<file path="src/hdl/cllm_pkg.sv">
// Package for the circular linked list manager.
// Holds the request and response structs, command and status codes and the
// sequencer state type. No dependencies.
package cllm_pkg;

  // Node numbers on the ports are always four bits wide.
  localparam int NODE_W    = 4;
  localparam int NODE_SPAN = 2 ** NODE_W;

  localparam logic [1:0] CMD_ADD  = 2'd0;
  localparam logic [1:0] CMD_DEL  = 2'd1;
  localparam logic [1:0] CMD_SWAP = 2'd2;

  localparam logic STAT_DONE    = 1'b0;
  localparam logic STAT_REFUSED = 1'b1;

  // Last step of the link rewrite for adjacent and non-adjacent swaps.
  localparam logic [1:0] SW_ADJ_LAST = 2'd2;
  localparam logic [1:0] SW_FAR_LAST = 2'd3;

  typedef struct packed {
    logic [1:0]        command;
    logic [NODE_W-1:0] node_a;
    logic [NODE_W-1:0] node_b;
  } in_req_t;

  typedef struct packed {
    logic              status;
    logic [NODE_W-1:0] head_node;
    logic              list_empty;
    logic [NODE_W-1:0] a_next;
    logic [NODE_W-1:0] a_prev;
  } out_rsp_t;

  typedef enum logic [3:0] {
    ST_IDLE,
    ST_CHECK,
    ST_ADD_W1,
    ST_ADD_W2,
    ST_DEL_WR,
    ST_SW_RDY,
    ST_SW_EVAL,
    ST_SW_WR,
    ST_RB_RD,
    ST_DONE
  } state_t;

endpackage

</file>
<file path="src/hdl/cllm_ram.sv">
// Generic single-port RAM with registered read data.
// Used for the successor and predecessor link stores. No dependencies.
module cllm_ram #(
  parameter int WIDTH = 4,
  parameter int DEPTH = 16
) (
  input  logic                     clk,
  input  logic                     en,
  input  logic                     we,
  input  logic [$clog2(DEPTH)-1:0] addr,
  input  logic [WIDTH-1:0]         wdata,
  output logic [WIDTH-1:0]         rdata
);

  logic [WIDTH-1:0] mem_r [DEPTH];
  logic [WIDTH-1:0] rdata_r;

  always_ff @(posedge clk) begin
    if (we) begin
      mem_r[addr] <= wdata;
    end else if (en) begin
      rdata_r <= mem_r[addr];
    end
  end

  assign rdata = rdata_r;

endmodule

</file>
<file path="src/hdl/circular_linked_list_manager.sv">
// Circular doubly linked list manager: one command is taken at a time and
// walked through a small sequencer around single-port next and prev link RAMs.
// A command runs check, then any reads and link writes it needs, a read-back of
// node_a's links for add and swap, then done; a new request is taken once the
// response is registered. Each link RAM allows one access per cycle.
// Synchronous active-low reset empties the list; the link RAMs are not cleared.
module circular_linked_list_manager #(
  parameter int NODES = 16
) (
  input  logic               clk,
  input  logic               rst_n,
  input  logic               in_valid,
  output logic               in_ready,
  input  cllm_pkg::in_req_t  in_data,
  output logic               out_valid,
  input  logic               out_ready,
  output cllm_pkg::out_rsp_t out_data
);

  localparam int IDX_W = $clog2(NODES);
  // Only nodes reachable by a four-bit number can ever be members.
  localparam int MEMB  = (NODES < cllm_pkg::NODE_SPAN) ? NODES : cllm_pkg::NODE_SPAN;
  localparam int FW    = $clog2(MEMB);

  typedef logic [cllm_pkg::NODE_W-1:0] node_t;

  cllm_pkg::state_t   state_r, state_nxt;
  cllm_pkg::out_rsp_t out_r;
  logic               out_valid_r;

  logic [1:0]  cmd_r;
  node_t       a_r, b_r, head_r;
  node_t       xp_r, xn_r, yp_r, yn_r;
  logic        present_r;
  logic [MEMB-1:0] flags_r;
  logic        stat_r;
  logic        adj_r;
  logic [1:0]  step_r;

  // Link RAM control.
  logic        n_en, n_we, p_en, p_we;
  node_t       n_addr, n_wd, p_addr, p_wd;
  logic [IDX_W-1:0] n_rdata, p_rdata;
  node_t       n_rd, p_rd;

  function automatic logic is_member(input node_t n, input logic [MEMB-1:0] flags);
    is_member = (32'(n) < MEMB) && flags[n[FW-1:0]];
  endfunction

  // Decode of the latched request.
  logic a_mem, b_mem, add_ok, del_ok, swap_self, swap_ok, refuse;
  logic del_last, eval_adj, eval_two;
  logic xfirst, sw_last;
  node_t first_n, second_n, before_n, after_n;

  assign n_rd = node_t'(n_rdata);
  assign p_rd = node_t'(p_rdata);

  assign a_mem     = is_member(a_r, flags_r);
  assign b_mem     = is_member(b_r, flags_r);
  assign add_ok    = (cmd_r == cllm_pkg::CMD_ADD) && (32'(a_r) < MEMB) && !flags_r[a_r[FW-1:0]];
  assign del_ok    = (cmd_r == cllm_pkg::CMD_DEL) && a_mem;
  assign swap_self = (cmd_r == cllm_pkg::CMD_SWAP) && (a_r == b_r);
  assign swap_ok   = (cmd_r == cllm_pkg::CMD_SWAP) && (a_r != b_r) && a_mem && b_mem;
  assign refuse    = !(add_ok || del_ok || swap_self || swap_ok);

  assign del_last = (head_r == a_r) && (p_rd == a_r);

  // In the evaluate state the links of node_b are still on the RAM outputs.
  assign eval_adj = (xn_r == b_r) || (n_rd == a_r);
  assign eval_two = eval_adj && (xn_r == xp_r);

  assign xfirst   = (xn_r == b_r);
  assign first_n  = xfirst ? a_r  : b_r;
  assign second_n = xfirst ? b_r  : a_r;
  assign before_n = xfirst ? xp_r : yp_r;
  assign after_n  = xfirst ? yn_r : xn_r;
  assign sw_last  = adj_r ? (step_r == cllm_pkg::SW_ADJ_LAST)
                          : (step_r == cllm_pkg::SW_FAR_LAST);

  logic out_free;
  assign out_free  = !out_valid_r || out_ready;
  assign in_ready  = (state_r == cllm_pkg::ST_IDLE);
  assign out_valid = out_valid_r;
  assign out_data  = out_r;

  // Next state.
  always_comb begin
    state_nxt = state_r;
    unique case (state_r)
      cllm_pkg::ST_IDLE: begin
        if (in_valid) state_nxt = cllm_pkg::ST_CHECK;
      end
      cllm_pkg::ST_CHECK: begin
        if (add_ok) begin
          state_nxt = present_r ? cllm_pkg::ST_ADD_W1 : cllm_pkg::ST_RB_RD;
        end else if (del_ok) begin
          state_nxt = cllm_pkg::ST_DEL_WR;
        end else if (swap_ok) begin
          state_nxt = cllm_pkg::ST_SW_RDY;
        end else begin
          state_nxt = cllm_pkg::ST_DONE;
        end
      end
      cllm_pkg::ST_ADD_W1:  state_nxt = cllm_pkg::ST_ADD_W2;
      cllm_pkg::ST_ADD_W2:  state_nxt = cllm_pkg::ST_RB_RD;
      cllm_pkg::ST_DEL_WR:  state_nxt = cllm_pkg::ST_DONE;
      cllm_pkg::ST_SW_RDY:  state_nxt = cllm_pkg::ST_SW_EVAL;
      cllm_pkg::ST_SW_EVAL: begin
        state_nxt = eval_two ? cllm_pkg::ST_RB_RD : cllm_pkg::ST_SW_WR;
      end
      cllm_pkg::ST_SW_WR: begin
        if (sw_last) state_nxt = cllm_pkg::ST_RB_RD;
      end
      cllm_pkg::ST_RB_RD:   state_nxt = cllm_pkg::ST_DONE;
      cllm_pkg::ST_DONE: begin
        if (out_free) state_nxt = cllm_pkg::ST_IDLE;
      end
      default: state_nxt = cllm_pkg::ST_IDLE;
    endcase
  end

  // Link RAM accesses for each state.
  always_comb begin
    n_en = 1'b0; n_we = 1'b0; n_addr = a_r; n_wd = a_r;
    p_en = 1'b0; p_we = 1'b0; p_addr = a_r; p_wd = a_r;
    unique case (state_r)
      cllm_pkg::ST_CHECK: begin
        if (add_ok && !present_r) begin
          // First node of an empty list points at itself.
          n_we = 1'b1;
          p_we = 1'b1;
        end else if (add_ok) begin
          p_en   = 1'b1;
          p_addr = head_r;
        end else begin
          n_en = 1'b1;
          p_en = 1'b1;
        end
      end
      cllm_pkg::ST_ADD_W1: begin
        n_we = 1'b1; n_wd = head_r;
        p_we = 1'b1; p_wd = p_rd;
      end
      cllm_pkg::ST_ADD_W2: begin
        n_we = 1'b1; n_addr = xp_r;
        p_we = 1'b1; p_addr = head_r;
      end
      cllm_pkg::ST_DEL_WR: begin
        if (!del_last) begin
          n_we = 1'b1; n_addr = p_rd; n_wd = n_rd;
          p_we = 1'b1; p_addr = n_rd; p_wd = p_rd;
        end
      end
      cllm_pkg::ST_SW_RDY: begin
        n_en = 1'b1; n_addr = b_r;
        p_en = 1'b1; p_addr = b_r;
      end
      cllm_pkg::ST_SW_WR: begin
        n_we = 1'b1;
        p_we = 1'b1;
        if (adj_r) begin
          case (step_r)
            2'd0: begin
              n_addr = before_n; n_wd = second_n;
              p_addr = after_n;  p_wd = first_n;
            end
            2'd1: begin
              n_addr = second_n; n_wd = first_n;
              p_addr = first_n;  p_wd = second_n;
            end
            default: begin
              n_addr = first_n;  n_wd = after_n;
              p_addr = second_n; p_wd = before_n;
            end
          endcase
        end else begin
          case (step_r)
            2'd0: begin
              n_addr = a_r;  n_wd = yn_r;
              p_addr = a_r;  p_wd = yp_r;
            end
            2'd1: begin
              n_addr = b_r;  n_wd = xn_r;
              p_addr = b_r;  p_wd = xp_r;
            end
            2'd2: begin
              n_addr = xp_r; n_wd = b_r;
              p_addr = xn_r; p_wd = b_r;
            end
            default: begin
              n_addr = yp_r; n_wd = a_r;
              p_addr = yn_r; p_wd = a_r;
            end
          endcase
        end
      end
      cllm_pkg::ST_RB_RD: begin
        n_en = 1'b1;
        p_en = 1'b1;
      end
      default: begin
      end
    endcase
  end

  cllm_ram #(.WIDTH(IDX_W), .DEPTH(NODES)) u_next_ram (
    .clk   (clk),
    .en    (n_en),
    .we    (n_we),
    .addr  (IDX_W'(n_addr)),
    .wdata (IDX_W'(n_wd)),
    .rdata (n_rdata)
  );

  cllm_ram #(.WIDTH(IDX_W), .DEPTH(NODES)) u_prev_ram (
    .clk   (clk),
    .en    (p_en),
    .we    (p_we),
    .addr  (IDX_W'(p_addr)),
    .wdata (IDX_W'(p_wd)),
    .rdata (p_rdata)
  );

  // Control state: sequencer, list head, membership and response valid.
  always_ff @(posedge clk) begin
    if (!rst_n) begin
      state_r     <= cllm_pkg::ST_IDLE;
      head_r      <= '0;
      present_r   <= 1'b0;
      flags_r     <= '0;
      out_valid_r <= 1'b0;
    end else begin
      state_r <= state_nxt;
      unique case (state_r)
        cllm_pkg::ST_CHECK: begin
          if (add_ok && !present_r) begin
            head_r               <= a_r;
            present_r            <= 1'b1;
            flags_r[a_r[FW-1:0]] <= 1'b1;
          end
        end
        cllm_pkg::ST_ADD_W2: begin
          flags_r[a_r[FW-1:0]] <= 1'b1;
        end
        cllm_pkg::ST_DEL_WR: begin
          flags_r[a_r[FW-1:0]] <= 1'b0;
          if (del_last) begin
            present_r <= 1'b0;
            head_r    <= '0;
          end else if (head_r == a_r) begin
            head_r <= n_rd;
          end
        end
        cllm_pkg::ST_SW_EVAL: begin
          if (head_r == a_r) begin
            head_r <= b_r;
          end else if (head_r == b_r) begin
            head_r <= a_r;
          end
        end
        default: begin
        end
      endcase
      if (state_r == cllm_pkg::ST_DONE && out_free) begin
        out_valid_r <= 1'b1;
      end else if (out_ready) begin
        out_valid_r <= 1'b0;
      end
    end
  end

  // Payload registers.
  always_ff @(posedge clk) begin
    case (state_r)
      cllm_pkg::ST_IDLE: begin
        if (in_valid) begin
          cmd_r <= in_data.command;
          a_r   <= in_data.node_a;
          b_r   <= in_data.node_b;
        end
      end
      cllm_pkg::ST_CHECK: begin
        stat_r <= refuse ? cllm_pkg::STAT_REFUSED : cllm_pkg::STAT_DONE;
      end
      cllm_pkg::ST_ADD_W1: begin
        // Old tail, linked to the new node in the next step.
        xp_r <= p_rd;
      end
      cllm_pkg::ST_SW_RDY: begin
        xp_r <= p_rd;
        xn_r <= n_rd;
      end
      cllm_pkg::ST_SW_EVAL: begin
        yp_r   <= p_rd;
        yn_r   <= n_rd;
        adj_r  <= eval_adj;
        step_r <= '0;
      end
      cllm_pkg::ST_SW_WR: begin
        step_r <= step_r + 2'd1;
      end
      cllm_pkg::ST_DONE: begin
        if (out_free) begin
          out_r.status     <= stat_r;
          out_r.head_node  <= present_r ? head_r : '0;
          out_r.list_empty <= !present_r;
          out_r.a_next     <= a_mem ? n_rd : '0;
          out_r.a_prev     <= a_mem ? p_rd : '0;
        end
      end
      default: begin
      end
    endcase
  end

  // The list is present exactly when some node is a member.
  a_present_flags: assert property (@(posedge clk) disable iff (!rst_n)
    present_r == (|flags_r))
    else $error("head present bit disagrees with membership flags");

  // The head is always a member while the list is present.
  a_head_member: assert property (@(posedge clk) disable iff (!rst_n)
    present_r |-> ((32'(head_r) < MEMB) && flags_r[head_r[FW-1:0]]))
    else $error("head node is not a member");

  // An accepted request always starts with the membership check.
  a_accept_check: assert property (@(posedge clk) disable iff (!rst_n)
    (in_valid && in_ready) |=> (state_r == cllm_pkg::ST_CHECK))
    else $error("accepted request did not enter the check state");

  // Links are never written while the block is waiting for a request.
  a_idle_quiet: assert property (@(posedge clk) disable iff (!rst_n)
    (state_r == cllm_pkg::ST_IDLE) |-> (!n_we && !p_we))
    else $error("link RAM written while idle");

  // An empty list is always reported with head zero.
  a_empty_head: assert property (@(posedge clk) disable iff (!rst_n)
    (out_valid_r && out_r.list_empty) |-> (out_r.head_node == '0))
    else $error("empty list reported with a nonzero head");

endmodule
</file>
<file path="config.mk">
export PLATFORM = sky130hd
export DESIGN_NAME = circular_linked_list_manager
export DESIGN_NICKNAME = d
export VERILOG_FILES = /design/src/hdl/cllm_pkg.sv /design/src/hdl/cllm_ram.sv /design/src/hdl/circular_linked_list_manager.sv
export SDC_FILE = /design/constraint.sdc
export NUM_CORES = 1
export LEC_CHECK = 0
export BUFFER_PORTS_ARGS = -buffer_cell sky130_fd_sc_hd__buf_2
export CAP_MARGIN = 20
export CORE_UTILIZATION = 45
export DETAILED_ROUTE_END_ITERATION = 12
export GPL_TIMING_DRIVEN = 0
export PLACE_DENSITY_LB_ADDON = 0.08
export REMOVE_ABC_BUFFERS = 1
export SLEW_MARGIN = 20
export SYNTH_ARGS = -nofsm -noshare
export SYNTH_HDL_FRONTEND = slang
export SYNTH_HIERARCHICAL = 1
export SYNTH_SLANG_ARGS = --single-unit
</file>
<file path="constraint.sdc">
create_clock -name clk -period 3.65 [get_ports clk]
set_clock_uncertainty 0.2 [all_clocks]
set_input_delay 0.1825 -clock clk [delete_from_list [all_inputs] [get_ports clk]]
set_output_delay 0.1825 -clock clk [all_outputs]
set_load 0.02 [all_outputs]
</file>
Word-level counts from Yosys, hierarchy flattened
Memory sizes are Yosys's and may differ from the RTL's. A register that Yosys moved wholly into a read port is not among the register bits.
Cells that the tools add are included.

storage, ports and cells
  output and inout bits = 16
  word-level logic and storage cells = 163
  bits in writable memories = 128
  flip-flop bits (word level) = 70
  memories kept = 2

operators by class
  order comparisons = 3
  reductions and logical operators = 39
  $add $sub $neg = 1
  eq/ne operators = 29
  mux-type cells = 65
  bitwise gates (word level) = 4

memory list
  memory            words  bits a word  read ports  clocked after Yosys merged registers in  write ports  RTL line        text
  u_next_ram.mem_r  16     4            1           1                                        1            cllm_ram.sv:15  logic [WIDTH-1:0] mem_r [DEPTH];
  u_prev_ram.mem_r  16     4            1           1                                        1            cllm_ram.sv:15

operators with widths
  cell                                                                          number
  4-bit 2-to-1 mux                                                              25
  4-bit one-hot mux with 3 select lines                                         7
  16-bit one-hot mux with 3 select lines                                        1
  4-bit one-hot mux with 9 select lines                                         1
  4-bit one-hot mux with 2 select lines                                         4
  4-bit equality test                                                           7
  4-bit one-hot mux with 5 select lines                                         1
  16-bit AND                                                                    1
  4-bit by 3-bit equality test with 1-bit output, second input constant         4
  1-bit 2-to-1 mux                                                              16
  16-bit 2-to-1 mux                                                             1
  16-bit NOT                                                                    1
  16-bit OR                                                                     1
  4-bit one-hot mux with 4 select lines                                         1
  1-bit logical AND                                                             11
  4-bit by 5-bit less-than comparator with 1-bit output, second input constant  2
  2-bit != test, second input constant                                          5
  2-bit AND reduction                                                           5
  1-bit binary-select mux with 4-bit select                                     2
  4-bit by 2-bit equality test with 1-bit output, second input constant         2
  4-bit equality test, second input constant                                    2
  2-bit equality test, second input constant                                    3
  3-bit != test, second input constant                                          2
  1-bit one-hot mux with 2 select lines                                         3
  other kinds (19)                                                              33

Depth between registers and ports, before layout
  depth after elaboration = 9
  depth in mapped cells = 14
  depth with buffers taken out = 10

Cells and area by module
The synthesis kept the hierarchy.

modules (own cells, without submodules)
  module                        sequential area each (sq um)  cells an instance  instances  area each (sq um)
  cllm_ram                      2042.0                        134                2          2705.1
  circular_linked_list_manager  1841.8                        570                1          5018.6

Least setup slack after synthesis
OpenSTA, ideal clock, no wires.

  path kind = reg-to-reg
  start = register b_r[3]
  end = memory u_next_ram.mem_r[0][0], enable pin
  setup slack = -0.255 ns
  cell stages (with the launch flop) = 12
  path buffers = 3
  data arrival time = 3.343 ns
  data required time = 3.089 ns
  clock period less this slack = 3.905 ns
  cells stage by stage = edfxtp_1 clkbuf_1 xor2_1 nor4_2 buf_2 mux2_2 a32oi_1 a2bb2oi_1 a211o_1 buf_4 or3b_2 nor3_1

between the ends
  longest elaborated chain between the ends = 5

ends and longest elaborated chain
  element                                     RTL line                                                                                                    text
  from (decl)                                 circular_linked_list_manager.sv:32                                                                          node_t a_r, b_r, head_r;
  from (signal assigned)                      circular_linked_list_manager.sv:280                                                                         b_r <= in_data.node_b;
  4-bit equality test                         circular_linked_list_manager.sv:73                                                                          assign xfirst = (xn_r == b_r);
  4-bit 2-to-1 mux, on equally long branches  circular_linked_list_manager.sv:74, circular_linked_list_manager.sv:75, circular_linked_list_manager.sv:76
  4-bit one-hot mux with 2 select lines       circular_linked_list_manager.sv:163                                                                         case (step_r)
  4-bit 2-to-1 mux                            circular_linked_list_manager.sv:162                                                                         if (adj_r) begin
  4-bit one-hot mux with 4 select lines (*)   circular_linked_list_manager.sv:127                                                                         unique case (state_r)
  named net n_addr[3]                         circular_linked_list_manager.sv:42                                                                          node_t n_addr, n_wd, p_addr, p_wd;
  to (decl)                                   cllm_ram.sv:15

The timed path passes the listed nets; every way through them passes the cells marked *.

Worst setup path after layout
  start = register b_r[3]
  end = register u_prev_ram.rdata_r[0] (netlist: u_prev_ram/rdata[0]) (read register of u_prev_ram.mem_r) (data pin)

between the ends
  longest elaborated chain between the ends = 5

ends and longest elaborated chain
  element                                     RTL line                                                                                                    text
  4-bit equality test (*)                     circular_linked_list_manager.sv:73
  4-bit 2-to-1 mux, on equally long branches  circular_linked_list_manager.sv:75, circular_linked_list_manager.sv:74, circular_linked_list_manager.sv:77
  4-bit one-hot mux with 2 select lines (*)   circular_linked_list_manager.sv:163
  4-bit 2-to-1 mux (*)                        circular_linked_list_manager.sv:162
  4-bit one-hot mux with 5 select lines (*)   circular_linked_list_manager.sv:127
  named net p_addr[0]                         circular_linked_list_manager.sv:42
  to (decl)                                   cllm_ram.sv:16                                                                                              logic [WIDTH-1:0] rdata_r;

Marks and branches as above.
A chain may end at the register's enable or synchronous reset.

==> results.md <==
- Outcome: complete, but fails checks
- Failing checks: setup timing
- Slew @ Worst Pin: 0.875 ns
- Layout overhead on the synthesized area: 23.8%
- Clk sinks: roughly 200
- Die span in y: between 150 and 200 µm
- Die area: around 24000 µm²
- Kind of critical path: reg2reg
- Port-buffer cells: 29
- Post-DP HPWL: approximately 19000 µm
- Setup TNS: -0.919 ns
- Clock transition at the registers of the reported paths: 0.06 ns
- Average wire per standard cell: about 26 µm
- Synth Register Bits: about 200
- Final count of negative-setup-slack endpoints: 20
- Root Buffer: clkbuf_16
- Hold Vio Cnt, Final: 0
- Internal: 5.20 mW
- Vias in the first global route: between 7000 and 8000
- Initial Util: 0.459
- Worst R2R Setup Slack: -0.11 ns
- Post-route insts no fill: between 1000 and 1500
- Post-synth ARST share: 0
- Layout Nets: between 900 and 1000
- Sw frac: 0.331
- Total GRT Usage: 0.266
- Post-synth top flop: edfxtp_1
- Critical path arrival: around 3.8 ns
- VDD IR-drop max: about 0.00031 V
- GPL Wtd Cong: 0.895
- Commonest non-fill, non-tap cell in the layout: edfxtp_1
- Final wirelength: approximately 32000 µm
- RSZ-0062 raised after global routing: yes
- Final min period: 3.76 ns
- Antenna diodes: 0
- Seq pwr share: 0.406
- FF+latch area: 5940 µm²
- Clock power frac: 0.301
- Hold path startpoint: in_valid
- First drt pass iteration count: 6
- Syn Area/Cell: ~12 µm²
- Clock tree buffer depth: 3
- First-pass GRT wire length: 47100 µm
- Comb power frac: 0.293
- Data required time of the worst path: roughly 3.7 ns
- Reg-to-reg endpoint: u_prev_ram/rdata[0]$_DFFE_PP_
- Most frequent CP cell: buf_6
- Max stage delay cell, worst path: edfxtp_1
- Mapped Cells: ~840
- Initial antenna violation count: 0
- Most frequent cells in the layout: 180 x edfxtp_1, 60 x buf_4, 55 x nand2_1
- R2R cell count: 12
- Pre-CTS setup slack: -1.96 ns
- FILL cells: 1825
- Power density over cell area: between 600 and 700 nW/µm²
- Static leakage: around 4.4 nW
- 1st-iter DRT viols: ~870
- Placed instance count: 1099
- Hold Path Class: in2reg
- Number of vias per cell: 6.38
- DP Area: around 11000 µm²
- Synth unique cells: 69
- Hold path cells: 2
- Share of layout cells above drive strength 1: 0.316
- Setup WS post-layout: -0.106 ns
- Syn. warnings: 6
- Kind of end point of the critical path: flop
- Max Clock Freq: about 270 MHz
- CP Max Fanout: 8
- Synth Cell Area: between 10000 and 15000 µm²
- Final period util: 1.03
- Worst Hold End: cmd_r[0]$_DFFE_PP_
- Largest net degree at the start of global routing: 31
- Critical path cell sequence: xor2_1 -> nor4_4 -> buf_6 -> mux2_4 -> nand3_2 -> o211ai_1 -> buf_4 -> a221o_4 -> buf_6 -> mux4_2 -> a22oi_2 -> nand3_1
- # Max-Cap Violations: 0
- Core area: around 23000 µm²
- Total congestion overflow: 0
- Hold slack final: 0.0766 ns
- Worst r2r src: b_r[3]$_DFFE_PP_
- Die width: 154 µm
- CTS tree: done
- Slew HR: 0.412
- Post-synth EDFFs: 180
- Design Area, Final: ~13000 µm²
- Core Rows: 55
- Routed Antenna Nets: 0
- Drt drc: 0
- Worst skew pair latency: between 0.5 and 0.6 ns
- Routed vias: 7830
- Io pins: 30
- Largest stage delay on the critical path: ~0.53 ns
- Cts bufs inserted: 23
- Max H-tree Level: 1
- Area of the multi-input gates: 4770 µm²
- Setup crit start kind: flop
- Post-synthesis sequential area ratio: 0.568
- Psw: ~2.6 mW
- Max Slew Vio Count: 0
-- per-stage QoR --
step	power, mW	util
floorplan	4.21	-
CTS	7.66	0.550
detailed placement	4.87	0.474
finish	7.77	0.568
global placement	4.78	0.467
global route	8.05	0.568
-- kinds of logic (layout without fill, tap and decap cells) --
family / Yosys count / count (layout) / synth area share
flip-flops: 206 / 206 / 0.568
adder cells (fa/ha/maj): 5 / 5 / 0.00600
XOR/XNOR: 29 / 29 / 0.0244
AND/OR/NAND/NOR: 255 / 255 / 0.120
buffers and inverters: 84 / 184 / 0.0390
multiplexers: 60 / 60 / 0.109
AO/OA/AOI/OAI: 199 / 203 / 0.134
-- cell type report --
type,count,area share
Inverter,21,0.00679
Clock buffer,33,0.0506
Timing Repair Buffer,121,0.0767
Clock inverter,9,0.00843
Sequential cell,206,0.460
Multi-Input combinational cell,552,0.370
Tap cell,285,0.0276
-- how the worst max path moves through the flow --
stage | start | end | slack (ns) | depth (start not counted)
final | b_r[3]$_DFFE_PP_ | u_prev_ram/rdata[0]$_DFFE_PP_ | -0.11 | 12
after global routing | b_r[3]$_DFFE_PP_ | u_prev_ram/rdata[0]$_DFFE_PP_ | -0.18 | 12
after CTS | b_r[0]$_DFFE_PP_ | u_prev_ram/rdata[0]$_DFFE_PP_ | -0.07 | 12
after detailed placement | a_r[0]$_DFFE_PP_ | u_prev_ram/rdata[3]$_DFFE_PP_ | -1.96 | 9
after global placement | b_r[3]$_DFFE_PP_ | u_next_ram/mem_r[7][3]$_DFFE_PP_ | -3.79 | 7
after floorplan | b_r[3]$_DFFE_PP_ | u_next_ram/rdata[0]$_DFFE_PP_ | -1.80 | 9
-- per-layer routing --
metal  vias up  routed length [µm]  part of all wire  track usage
met5         -                   0                 0            0
met4         0                1310             0.041        0.107
met3        76                2480             0.078       0.0420
met2       386               15200              0.48        0.437
met1      3907               12700              0.40        0.354
li1       3461                   -                 -            -
-- synthesized netlist by cell type, types with 6 or more instances --
| cell type | n | area [µm²] |
|---|---|---|
| nor2b_1 | 13 | 81.3 |
| a222oi_1 | 11 | 110 |
| a21oi_1 | 49 | 245 |
| nor2_1 | 66 | 248 |
| nand2b_1 | 12 | 75.1 |
| and2_1 | 17 | 106 |
| o211ai_1 | 6 | 45.0 |
| xnor2_1 | 10 | 87.6 |
| mux4_2 | 25 | 563 |
| nor3_1 | 25 | 125 |
| mux2_2 | 12 | 135 |
| buf_2 | 10 | 50.1 |
| nand3_1 | 33 | 165 |
| mux2i_1 | 10 | 100 |
| a22oi_1 | 21 | 158 |
| a221oi_1 | 17 | 149 |
| xor2_1 | 19 | 166 |
| o21ai_0 | 40 | 200 |
| clkbuf_1 | 37 | 139 |
| nand2_1 | 57 | 214 |
| nor4_1 | 11 | 68.8 |
| dfxtp_1 | 26 | 521 |
| mux4_1 | 12 | 315 |
| inv_1 | 20 | 75.1 |
| edfxtp_1 | 180 | 5410 |
-- power groups by stage --
stage / combinational, mW / clock (mW) / sequential, mW
6_report: 2.28 / 2.34 / 3.15
5_1_grt: 2.42 / 2.46 / 3.17
2_1_floorplan: 1.07 / 0 / 3.14
3_5_place_dp: 1.58 / 0 / 3.28
4_1_cts: 2.12 / 2.39 / 3.14
3_3_place_gp: 1.49 / 0 / 3.30
-- repair_timing --
| action | in CTS | in global routing |
|---|---|---|
| hold buffers | 13 | 0 |
| pin swaps | 25 | 17 |
| hold endpoints to repair | 35 | 0 |
| buffers inserted | 50 | 17 |
| resized for setup | 107 | 56 |
| cloned | 3 | 2 |
| setup endpoints to repair | 298 | 133 |
-- critical path, delay by kind of cell, from the launching register on --
family	cells	cell delay, ns
compound gates	3	0.69
buf+inv	3	0.52
xor+xnor	1	0.22
mux	2	0.80
simple gates	3	0.52
flops	1	0.53
(Power assumes the default switching activity.)
